$ cat src/design/dpc_pkg.sv
// Shared types and constants for the packet capture parser.
package dpc_pkg;

   // Configuration reset value
   localparam logic [15:0] MATCH_PORT_RESET = 16'd53;

   // Protocol codes
   localparam logic [15:0] ETH_TYPE_IPV4 = 16'h0800;
   localparam logic [15:0] ETH_TYPE_IPV6 = 16'h86DD;
   localparam logic [7:0]  PROTO_TCP     = 8'd6;
   localparam logic [7:0]  PROTO_UDP     = 8'd17;
   localparam logic [2:0]  IP_VER_4      = 3'd4;
   localparam logic [2:0]  IP_VER_6      = 3'd6;

   // Result transaction kinds and metadata word numbers
   localparam logic       KIND_PAYLOAD = 1'b0;
   localparam logic       KIND_META    = 1'b1;
   localparam logic [2:0] WORD_TIME    = 3'd0;
   localparam logic [2:0] WORD_LAST    = 3'd5;

   // Events handed from the parser to the output stage
   typedef struct packed {
      logic                  pay_vld;
      logic [7:0]            pay_byte;
      logic                  rec_vld;
      logic [63:0]           rec_time;
      logic [63:0]           rec_hdr;
      logic [3:0][63:0]      rec_addr;
   } dpc_evt_type;

endpackage

$ cat src/design/dpc_parser.sv
// Byte-wise Ethernet, IP and L4 header parser with port match.
module dpc_parser #(
   parameter int MAX_PAYLOAD = 512
) (
   input  logic                clock,
   input  logic                reset,
   input  logic                in_fire,
   input  logic [7:0]          frame_byte,
   input  logic                frame_end,
   input  logic [63:0]         time_ns,
   input  logic [15:0]         match_port,
   output logic                may_output,
   output dpc_pkg::dpc_evt_type evt
);
   import dpc_pkg::*;

   localparam int CNT_W = $clog2(MAX_PAYLOAD + 1);

   localparam logic [2:0] PH_ETH = 3'd0;
   localparam logic [2:0] PH_IP4 = 3'd1;
   localparam logic [2:0] PH_IP6 = 3'd2;
   localparam logic [2:0] PH_L4  = 3'd3;
   localparam logic [2:0] PH_PAY = 3'd4;

   logic [15:0]      off_ff, off_in;
   logic [2:0]       phase_ff, phase_in;
   logic [15:0]      ek_ff, ek_in;
   logic [2:0]       ver_ff, ver_in;
   logic [7:0]       proto_ff, proto_in;
   logic [6:0]       l4s_ff, l4s_in;
   logic [15:0]      psrc_ff, psrc_in;
   logic [15:0]      pdst_ff, pdst_in;
   logic [3:0][63:0] addr_ff, addr_in;
   logic [CNT_W-1:0] cnt_ff, cnt_in;
   logic             rej_ff, rej_in;

   logic [15:0] ek_new;
   logic [15:0] rel;
   logic [15:0] hlen_m1;
   logic [15:0] v6_rel;
   logic [1:0]  aw_sel;
   logic        emit_pay;

   assign ek_new  = {ek_ff[7:0], frame_byte};
   assign rel     = off_ff - {9'd0, l4s_ff};
   assign hlen_m1 = (proto_ff == PROTO_UDP) ? 16'd7 : 16'd19;
   assign v6_rel  = off_ff - 16'd22;
   assign aw_sel  = v6_rel[4:3];

   // Only the payload phase of a live frame can produce results
   assign may_output = !rej_ff && (phase_ff == PH_PAY);

   // Work out the next parse state for the byte on the input
   always_comb begin
      off_in   = off_ff;
      phase_in = phase_ff;
      ek_in    = ek_ff;
      ver_in   = ver_ff;
      proto_in = proto_ff;
      l4s_in   = l4s_ff;
      psrc_in  = psrc_ff;
      pdst_in  = pdst_ff;
      addr_in  = addr_ff;
      cnt_in   = cnt_ff;
      rej_in   = rej_ff;
      emit_pay = 1'b0;

      if (!rej_ff) begin
         case (phase_ff)
            PH_ETH: begin
               if (off_ff == 16'd12 || off_ff == 16'd13) begin
                  ek_in = ek_new;
               end
               if (off_ff == 16'd13) begin
                  if (ek_new == ETH_TYPE_IPV4) begin
                     phase_in = PH_IP4;
                     ver_in   = IP_VER_4;
                  end else if (ek_new == ETH_TYPE_IPV6) begin
                     phase_in = PH_IP6;
                     ver_in   = IP_VER_6;
                     l4s_in   = 7'd54;
                  end else begin
                     rej_in = 1'b1;
                  end
               end
            end
            PH_IP4: begin
               if (off_ff == 16'd14) begin
                  if (frame_byte[3:0] < 4'd5) begin
                     rej_in = 1'b1;
                  end
                  l4s_in = 7'd14 + {1'b0, frame_byte[3:0], 2'b00};
               end else if (off_ff == 16'd23) begin
                  proto_in = frame_byte;
                  if (frame_byte != PROTO_TCP && frame_byte != PROTO_UDP) begin
                     rej_in = 1'b1;
                  end
               end else if (off_ff >= 16'd26 && off_ff <= 16'd29) begin
                  addr_in[0] = {addr_ff[0][55:0], frame_byte};
               end else if (off_ff >= 16'd30 && off_ff <= 16'd33) begin
                  addr_in[1] = {addr_ff[1][55:0], frame_byte};
               end
               if (off_ff >= 16'd33 && ({1'b0, off_ff} + 17'd1) == {10'd0, l4s_ff}) begin
                  phase_in = PH_L4;
               end
            end
            PH_IP6: begin
               if (off_ff == 16'd20) begin
                  proto_in = frame_byte;
                  if (frame_byte != PROTO_TCP && frame_byte != PROTO_UDP) begin
                     rej_in = 1'b1;
                  end
               end else if (off_ff >= 16'd22 && off_ff <= 16'd53) begin
                  addr_in[aw_sel] = {addr_ff[aw_sel][55:0], frame_byte};
               end
               if (off_ff == 16'd53) begin
                  phase_in = PH_L4;
               end
            end
            PH_L4: begin
               if (rel < 16'd2) begin
                  psrc_in = {psrc_ff[7:0], frame_byte};
               end else if (rel < 16'd4) begin
                  pdst_in = {pdst_ff[7:0], frame_byte};
               end
               if (rel == hlen_m1) begin
                  if (psrc_ff != match_port && pdst_ff != match_port) begin
                     rej_in = 1'b1;
                  end else begin
                     phase_in = PH_PAY;
                  end
               end
            end
            PH_PAY: begin
               if (cnt_ff < CNT_W'(MAX_PAYLOAD)) begin
                  emit_pay = 1'b1;
                  cnt_in   = cnt_ff + CNT_W'(1);
               end
            end
            default: begin
               rej_in = 1'b1;
            end
         endcase
      end

      // Saturate the byte offset on very long frames
      if (off_ff != 16'hFFFF) begin
         off_in = off_ff + 16'd1;
      end
   end

   // Build the events for the output stage
   always_comb begin
      evt.pay_vld  = in_fire && emit_pay;
      evt.pay_byte = frame_byte;
      evt.rec_vld  = in_fire && frame_end && !rej_in && (phase_in == PH_PAY)
                     && (cnt_in != '0);
      evt.rec_time = time_ns;
      evt.rec_hdr  = {16'(cnt_in), pdst_ff, psrc_ff, proto_ff, 5'd0, ver_ff};
      evt.rec_addr = addr_ff;
   end

   // Advance the parse state, clearing it after the final byte
   always_ff @(posedge clock) begin
      if (reset || (in_fire && frame_end)) begin
         off_ff   <= '0;
         phase_ff <= PH_ETH;
         ek_ff    <= '0;
         ver_ff   <= '0;
         proto_ff <= '0;
         l4s_ff   <= '0;
         psrc_ff  <= '0;
         pdst_ff  <= '0;
         addr_ff  <= '0;
         cnt_ff   <= '0;
         rej_ff   <= 1'b0;
      end else if (in_fire) begin
         off_ff   <= off_in;
         phase_ff <= phase_in;
         ek_ff    <= ek_in;
         ver_ff   <= ver_in;
         proto_ff <= proto_in;
         l4s_ff   <= l4s_in;
         psrc_ff  <= psrc_in;
         pdst_ff  <= pdst_in;
         addr_ff  <= addr_in;
         cnt_ff   <= cnt_in;
         rej_ff   <= rej_in;
      end
   end

endmodule

$ cat src/design/dpc_out.sv
// Result register for payload bytes and the six-word metadata record.
module dpc_out (
   input  logic                 clock,
   input  logic                 reset,
   input  dpc_pkg::dpc_evt_type evt,
   output logic                 out_free,
   output logic                 rsp_tvalid,
   input  logic                 rsp_tready,
   output logic [71:0]          rsp_tdata,
   output logic                 rsp_tuser,
   output logic                 rsp_tlast
);
   import dpc_pkg::*;

   logic             pay_vld_ff, pay_vld_in;
   logic [7:0]       pay_byte_ff;
   logic             rec_act_ff, rec_act_in;
   logic [2:0]       rec_idx_ff, rec_idx_in;
   logic [63:0]      rec_time_ff;
   logic [63:0]      rec_hdr_ff;
   logic [3:0][63:0] rec_addr_ff;

   logic        take;
   logic        pay_take;
   logic        rec_take;
   logic        rec_done;
   logic [63:0] word;

   // Payload byte goes ahead of any record waiting behind it
   assign rsp_tvalid = pay_vld_ff || rec_act_ff;
   assign take       = rsp_tvalid && rsp_tready;
   assign pay_take   = take && pay_vld_ff;
   assign rec_take   = take && !pay_vld_ff && rec_act_ff;
   assign rec_done   = rec_take && (rec_idx_ff == WORD_LAST);
   assign out_free   = (!pay_vld_ff || pay_take) && (!rec_act_ff || rec_done);

   // Select the metadata word
   always_comb begin
      case (rec_idx_ff)
         3'd0:    word = rec_time_ff;
         3'd1:    word = rec_hdr_ff;
         3'd2:    word = rec_addr_ff[0];
         3'd3:    word = rec_addr_ff[1];
         3'd4:    word = rec_addr_ff[2];
         default: word = rec_addr_ff[3];
      endcase
   end

   // Drive the result transaction
   always_comb begin
      if (pay_vld_ff) begin
         rsp_tdata = {5'd0, WORD_TIME, 56'd0, pay_byte_ff};
         rsp_tuser = KIND_PAYLOAD;
         rsp_tlast = 1'b0;
      end else begin
         rsp_tdata = {5'd0, rec_idx_ff, word};
         rsp_tuser = KIND_META;
         rsp_tlast = rec_act_ff && (rec_idx_ff == WORD_LAST);
      end
   end

   // Next control state
   always_comb begin
      pay_vld_in = pay_vld_ff;
      rec_act_in = rec_act_ff;
      rec_idx_in = rec_idx_ff;
      if (evt.pay_vld) begin
         pay_vld_in = 1'b1;
      end else if (pay_take) begin
         pay_vld_in = 1'b0;
      end
      if (evt.rec_vld) begin
         rec_act_in = 1'b1;
         rec_idx_in = WORD_TIME;
      end else if (rec_done) begin
         rec_act_in = 1'b0;
      end else if (rec_take) begin
         rec_idx_in = rec_idx_ff + 3'd1;
      end
   end

   // Hold control state
   always_ff @(posedge clock) begin
      if (reset) begin
         pay_vld_ff <= 1'b0;
         rec_act_ff <= 1'b0;
         rec_idx_ff <= WORD_TIME;
      end else begin
         pay_vld_ff <= pay_vld_in;
         rec_act_ff <= rec_act_in;
         rec_idx_ff <= rec_idx_in;
      end
   end

   // Capture payload and record snapshot
   always_ff @(posedge clock) begin
      if (evt.pay_vld) begin
         pay_byte_ff <= evt.pay_byte;
      end
      if (evt.rec_vld) begin
         rec_time_ff <= evt.rec_time;
         rec_hdr_ff  <= evt.rec_hdr;
         rec_addr_ff <= evt.rec_addr;
      end
   end

   a_pay_room: assert property (@(posedge clock) disable iff (reset)
      evt.pay_vld |-> (!pay_vld_ff || pay_take))
      else $error("payload byte loaded over an untaken one");

   a_rec_room: assert property (@(posedge clock) disable iff (reset)
      evt.rec_vld |-> (!rec_act_ff || rec_done))
      else $error("record loaded while another is still draining");

   a_last_meta: assert property (@(posedge clock) disable iff (reset)
      (rsp_tvalid && rsp_tlast) |-> (rsp_tuser == KIND_META && rec_idx_ff == WORD_LAST))
      else $error("tlast on something other than the final metadata word");

   a_word_step: assert property (@(posedge clock) disable iff (reset)
      (rec_take && !rec_done && !evt.rec_vld) |=>
         (rec_idx_ff == 3'($past(rec_idx_ff) + 3'd1)))
      else $error("metadata word sequence skipped or repeated");

endmodule

$ cat src/design/dns_packet_capture_parser.sv
// Top level of the packet capture parser: config register, parser and result stage.
//
// Frame bytes enter on the req_ stream, one byte per transaction, with req_tlast
// on the final byte of each frame. Results leave on the rsp_ stream: rsp_tuser
// low marks a payload byte, high a metadata word; rsp_tlast marks the sixth and
// final word of a record. csr_wr_en writes the match port from csr_wr_data.
//
// A frame byte is parsed in the cycle it is accepted. A payload byte appears on
// rsp_ in the cycle after its transaction; a record follows the final byte's own
// payload byte, if any, as six words from the single result register, one word
// per transaction. One byte is accepted every cycle while parsing headers.
// During the payload phase a byte is taken only once the result register has
// room, so with rsp_tready held high the block runs at one byte per cycle.
//
// Reset (synchronous, active high) clears the parse state, drops any pending
// results and sets the match port to 53. When the receiver stalls, results are
// held and header bytes are still taken; payload bytes wait on req_tready.
module dns_packet_capture_parser #(
   parameter int MAX_PAYLOAD = 512
) (
   input  logic        clock,
   input  logic        reset,
   // Configuration
   input  logic        csr_wr_en,
   input  logic [15:0] csr_wr_data,
   // Frame byte stream
   input  logic        req_tvalid,
   output logic        req_tready,
   input  logic [71:0] req_tdata,   // [7:0] frame_byte, [71:8] time_ns
   input  logic        req_tlast,   // frame_end
   // Result stream
   output logic        rsp_tvalid,
   input  logic        rsp_tready,
   output logic [71:0] rsp_tdata,   // [63:0] item_data, [66:64] word_index, [71:67] zero
   output logic        rsp_tuser,   // item_kind
   output logic        rsp_tlast    // record_last
);
   import dpc_pkg::*;

   logic        match_port_ff;
   logic [15:0] match_port_q_ff;
   logic [15:0] match_port_q_in;
   logic        in_fire;
   logic        may_output;
   logic        out_free;
   dpc_evt_type evt;

   // Take a byte unless it may produce a result that has no room
   assign req_tready = !may_output || out_free;
   assign in_fire    = req_tvalid && req_tready;

   // Match port register
   assign match_port_q_in = csr_wr_en ? csr_wr_data : match_port_q_ff;

   always_ff @(posedge clock) begin
      if (reset) begin
         match_port_q_ff <= MATCH_PORT_RESET;
         match_port_ff   <= 1'b0;
      end else begin
         match_port_q_ff <= match_port_q_in;
         match_port_ff   <= csr_wr_en;
      end
   end

   dpc_parser #(
      .MAX_PAYLOAD (MAX_PAYLOAD)
   ) u_parser (
      .clock      (clock),
      .reset      (reset),
      .in_fire    (in_fire),
      .frame_byte (req_tdata[7:0]),
      .frame_end  (req_tlast),
      .time_ns    (req_tdata[71:8]),
      .match_port (match_port_q_ff),
      .may_output (may_output),
      .evt        (evt)
   );

   dpc_out u_out (
      .clock      (clock),
      .reset      (reset),
      .evt        (evt),
      .out_free   (out_free),
      .rsp_tvalid (rsp_tvalid),
      .rsp_tready (rsp_tready),
      .rsp_tdata  (rsp_tdata),
      .rsp_tuser  (rsp_tuser),
      .rsp_tlast  (rsp_tlast)
   );

   // A configuration write lands in the register on the next cycle
   a_cfg_write: assert property (@(posedge clock) disable iff (reset)
      match_port_ff |-> (match_port_q_ff == $past(csr_wr_data)))
      else $error("match port write lost");

   a_hold_stall: assert property (@(posedge clock) disable iff (reset)
      (rsp_tvalid && !rsp_tready && !in_fire) |=> rsp_tvalid)
      else $error("result dropped under back-pressure");

   a_ready_room: assert property (@(posedge clock) disable iff (reset)
      (in_fire && may_output) |-> out_free)
      else $error("byte taken with no room for its results");

endmodule

$ cat config.mk
export PLATFORM = sky130hd
export DESIGN_NAME = dns_packet_capture_parser
export DESIGN_NICKNAME = d
export VERILOG_FILES = /design/src/design/dpc_pkg.sv /design/src/design/dpc_parser.sv /design/src/design/dpc_out.sv /design/src/design/dns_packet_capture_parser.sv
export SDC_FILE = /design/constraint.sdc
export NUM_CORES = 1
export LEC_CHECK = 0
export BUFFER_PORTS_ARGS = -buffer_cell sky130_fd_sc_hd__buf_4
export CAP_MARGIN = 20
export CELL_PAD_IN_SITES_DETAIL_PLACEMENT = 0
export CELL_PAD_IN_SITES_GLOBAL_PLACEMENT = 1
export CORE_UTILIZATION = 35
export CTS_BUF_LIST = sky130_fd_sc_hd__clkbuf_8
export CTS_CLUSTER_DIAMETER = 150
export CTS_CLUSTER_SIZE = 10
export DETAILED_ROUTE_END_ITERATION = 6
export PLACE_DENSITY = 0.7
export RECOVER_POWER = 100
export SLEW_MARGIN = 15
export SYNTH_ARGS = -nofsm -noshare
export SYNTH_HDL_FRONTEND = slang
export SYNTH_HIERARCHICAL = 1
export SYNTH_SLANG_ARGS = --single-unit
$ cat constraint.sdc
create_clock -name clock -period 65.5 [get_ports clock]
set_input_delay 6.55 -clock clock [delete_from_list [all_inputs] [get_ports clock]]
set_output_delay 6.55 -clock clock [all_outputs]
set_load 0.005 [all_outputs]
==> run summary <==
RSZ-0062 raised after global routing = false
Detailed Route WL = 105,000 um
Synth cell types = 77
worst-skew pair later-pin latency = 0.73 ns
Final Wtd Congestion = 0.826
Arr. time, crit path = 21.70 ns
Slew HR = -5.18
count leader, synth = nor2_1
FF-to-FF setup slack = 48.21 ns
Max Buffers Root-to-Sink = 3
area share of the largest cell type after synthesis = 0.356
P_leak = 0.0128 uW
Mapped Cells = 3,057
RR Endpoint = u_out/rec_addr_ff[78]$_DFFE_PP_
f_max = 0.0461 GHz
reg-to-reg startpoint = u_out/pay_vld_ff$_SDFFE_PP0P_
Clock Skew = 0.0330 ns
largest net degree at the start of global routing = 175
failing checks = design-rule violations, max-capacitance violations, max-slew violations
Worst Max-Slew Pin Slew = 9.27 ns
final worst-path cycle share = 0.331
vias per cell = 5.52
Die Area = 0.0958 mm^2
Post-CTS Setup Repair Bufs = 0
Initial Utilization = 0.354
worst hold path depth = 0
Post-synth EDFFs = 392
router iterations before antenna repair = 7
Post-CTS Hold Buffers = 0
gr ovfl total = 0
first-pass GRT wire length = 153,000 um
# rows = 112
Final Util = 0.381
HPWL Detailed = 62,000 um
TritonCTS clock tree = built
Filler cells = 9,322
post-synth top area cell = edfxtp_1
DR WL/cell = 24.1 um
Root Buffer = clkbuf_8
Ports = 170
fin nets = 3,133
Inserted Clock Buffers = 85
Final Hold Fails = 0
Ys Warns = 6
ANT nets after route = 0
worst reg2reg path depth = 10
Power Density = 23.0 mW/mm^2
post-cts resize count = 0
placed insts = 4,184
post-synthesis sequential area ratio = 0.575
IO Port Bufs = 164
layout cells sized above 1 = 0.0944
Hold/Removal Path Class = reg -> reg
Clock Sinks = 755
Post-synth top flop = edfxtp_1
critical path startpoint category = input port
Setup-failing EPs final = 0
Die H = 310 um
top cells by count, synth = 465 x nor2_1, 392 x edfxtp_1, 363 x dfxtp_1
Die X = 310 um
Post-Layout Cell Count = 4,339
Tmin final = 21.68 ns
Max-Cap Viols = 24
Max Slew Vio Count = 1,465
WS Path Type = in -> reg
critical path capture point type = register
DRC Markers = 3
Layout area overhead = 7.49%
ranking of synthesized cells by area = edfxtp_1 36%, dfxtp_1 22%, nor2_1 5.3%, a211oi_1 4.4%, nand2_1 3.7%
CP Data Required Time = 65.53 ns
# H-tree levels = 3
Initial DRC Count = 2,468
via count = 23,900
setup_tns = 0 ns
status = complete, but fails checks
CP max FO = 174
hold path start = u_parser/evt[120]$_SDFFE_PP0P_
CTS clock-pin slew for the worst setup and hold paths = 0.08 ns
initial antenna violation count = 1
hold-critical path endpoint = u_out/rec_addr_ff[120]$_DFFE_PP_
vias in the first global route = 22,800
ys async rst share = 0
#FFs+latches synth = 755
Peak VDD IR = 0.0138 mV
Core Area = 0.0935 mm^2
gr usage total = 0.214
Cell Area, Synth = 0.0331 mm^2
syn avg cell area = 10.8 um^2
-- worst max path at each step --
stage / from / end / slack, ns / cells past startpoint
detailed placement: rsp_tready / req_tready / 51.55 / 5
global route: rsp_tready / u_out/rec_idx_ff[0]$_SDFFE_PP0P_ / 42.45 / 11
floorplan: req_tdata[0] / u_out/rec_idx_ff[0]$_SDFFE_PP0P_ / 19.12 / 11
finish: rsp_tready / u_out/rec_addr_ff[78]$_DFFE_PP_ / 43.82 / 10
global placement: rsp_tready / req_tready / 51.53 / 5
CTS: rsp_tready / req_tready / 51.54 / 5
-- cell usage in the layout, fill, tap and decap left out, drive strengths merged, types with 60 or more instances in the layout --
master  netlist  routed
a311oi       60      60
edfxtp      392     392
buf         158      95
nand2       325     325
mux2i       114     114
dfxtp       363     363
a21oi       120     120
clkbuf      187     196
nor2        465     465
inv          24      87
a211oi      196     196
a222oi       64      64
-- cells by family after synthesis --
group	count (synthesis)	synth area share
adders and majority gates	21	0.00816
muxes	118	0.0359
other	2	0.000227
DFF	755	0.575
buffers and inverters	369	0.0570
and+or+nand+nor	956	0.122
AOI/OAI and AO/OA	760	0.181
xor gates and xnor gates	76	0.0201
-- critical path, stage by stage --
cell      delay, ns
clkbuf_1       0.27
nand2_1        0.11
o22ai_1        0.20
nand2b_1       0.23
and2_0         0.85
nor2b_1        0.52
nand3_1        0.16
nor4_2         0.15
clkbuf_1       5.19
clkbuf_1       6.96
-- power by group --
group	switching, uW	internal, uW
Combinational	18.1	8.15
Clock	171	124
Sequential	3.28	495
Total	192	627
-- stage by stage --
step / worst slack [ns] / power, uW / cell area [um^2] / hold slack (ns)
6_report: 43.82 / 819 / 35600 / 0.428
5_1_grt: 42.45 / 848 / 35600 / 0.438
4_1_cts: 51.54 / 828 / 36100 / 0.430
3_5_place_dp: 51.55 / 537 / 34700 / 0.416
3_3_place_gp: 51.53 / 536 / 34700 / 0.413
2_1_floorplan: 19.12 / 527 / 33200 / 0.408
-- area by class of cell --
class	instances	area (um^2)	area share
flip-flops and latches	755	19000	0.535
multi-input cells	1948	12100	0.339
well taps	1254	1570	0.0441
repair buffers	204	1340	0.0377
clock buffers	87	1200	0.0336
clock inverters	66	269	0.00756
inverters	24	90.1	0.00253
diodes	1	2.50	0.0000703
-- registers in the layout, summed over array words and instances, names as in the netlist --
register / count
u_out/rec_addr_ff: 256
u_parser/evt: 256
u_out/rec_hdr_ff: 64
u_out/rec_time_ff: 64
match_port_q_ff: 16
u_parser/off_ff: 16
u_parser/pdst_ff: 16
u_parser/psrc_ff: 16
u_parser/cnt_ff: 10
u_out/pay_byte_ff: 8
u_parser/ek_ff: 8
u_parser/proto_ff: 8
u_parser/l4s_ff: 6
u_out/rec_idx_ff: 3
u_parser/phase_ff: 3
u_parser/ver_ff: 2
u_out/pay_vld_ff: 1
u_out/rec_act_ff: 1
u_parser/rej_ff: 1
-- per-layer routing --
layer,vias to the layer above,part of all wire,global-route usage
met4,0,0.021,0.0523
li1,11100,-,-
met3,138,0.070,0.0357
met1,11900,0.43,0.287
met5,-,0,0
met2,837,0.48,0.359
Power figures use the tool's default switching activity.
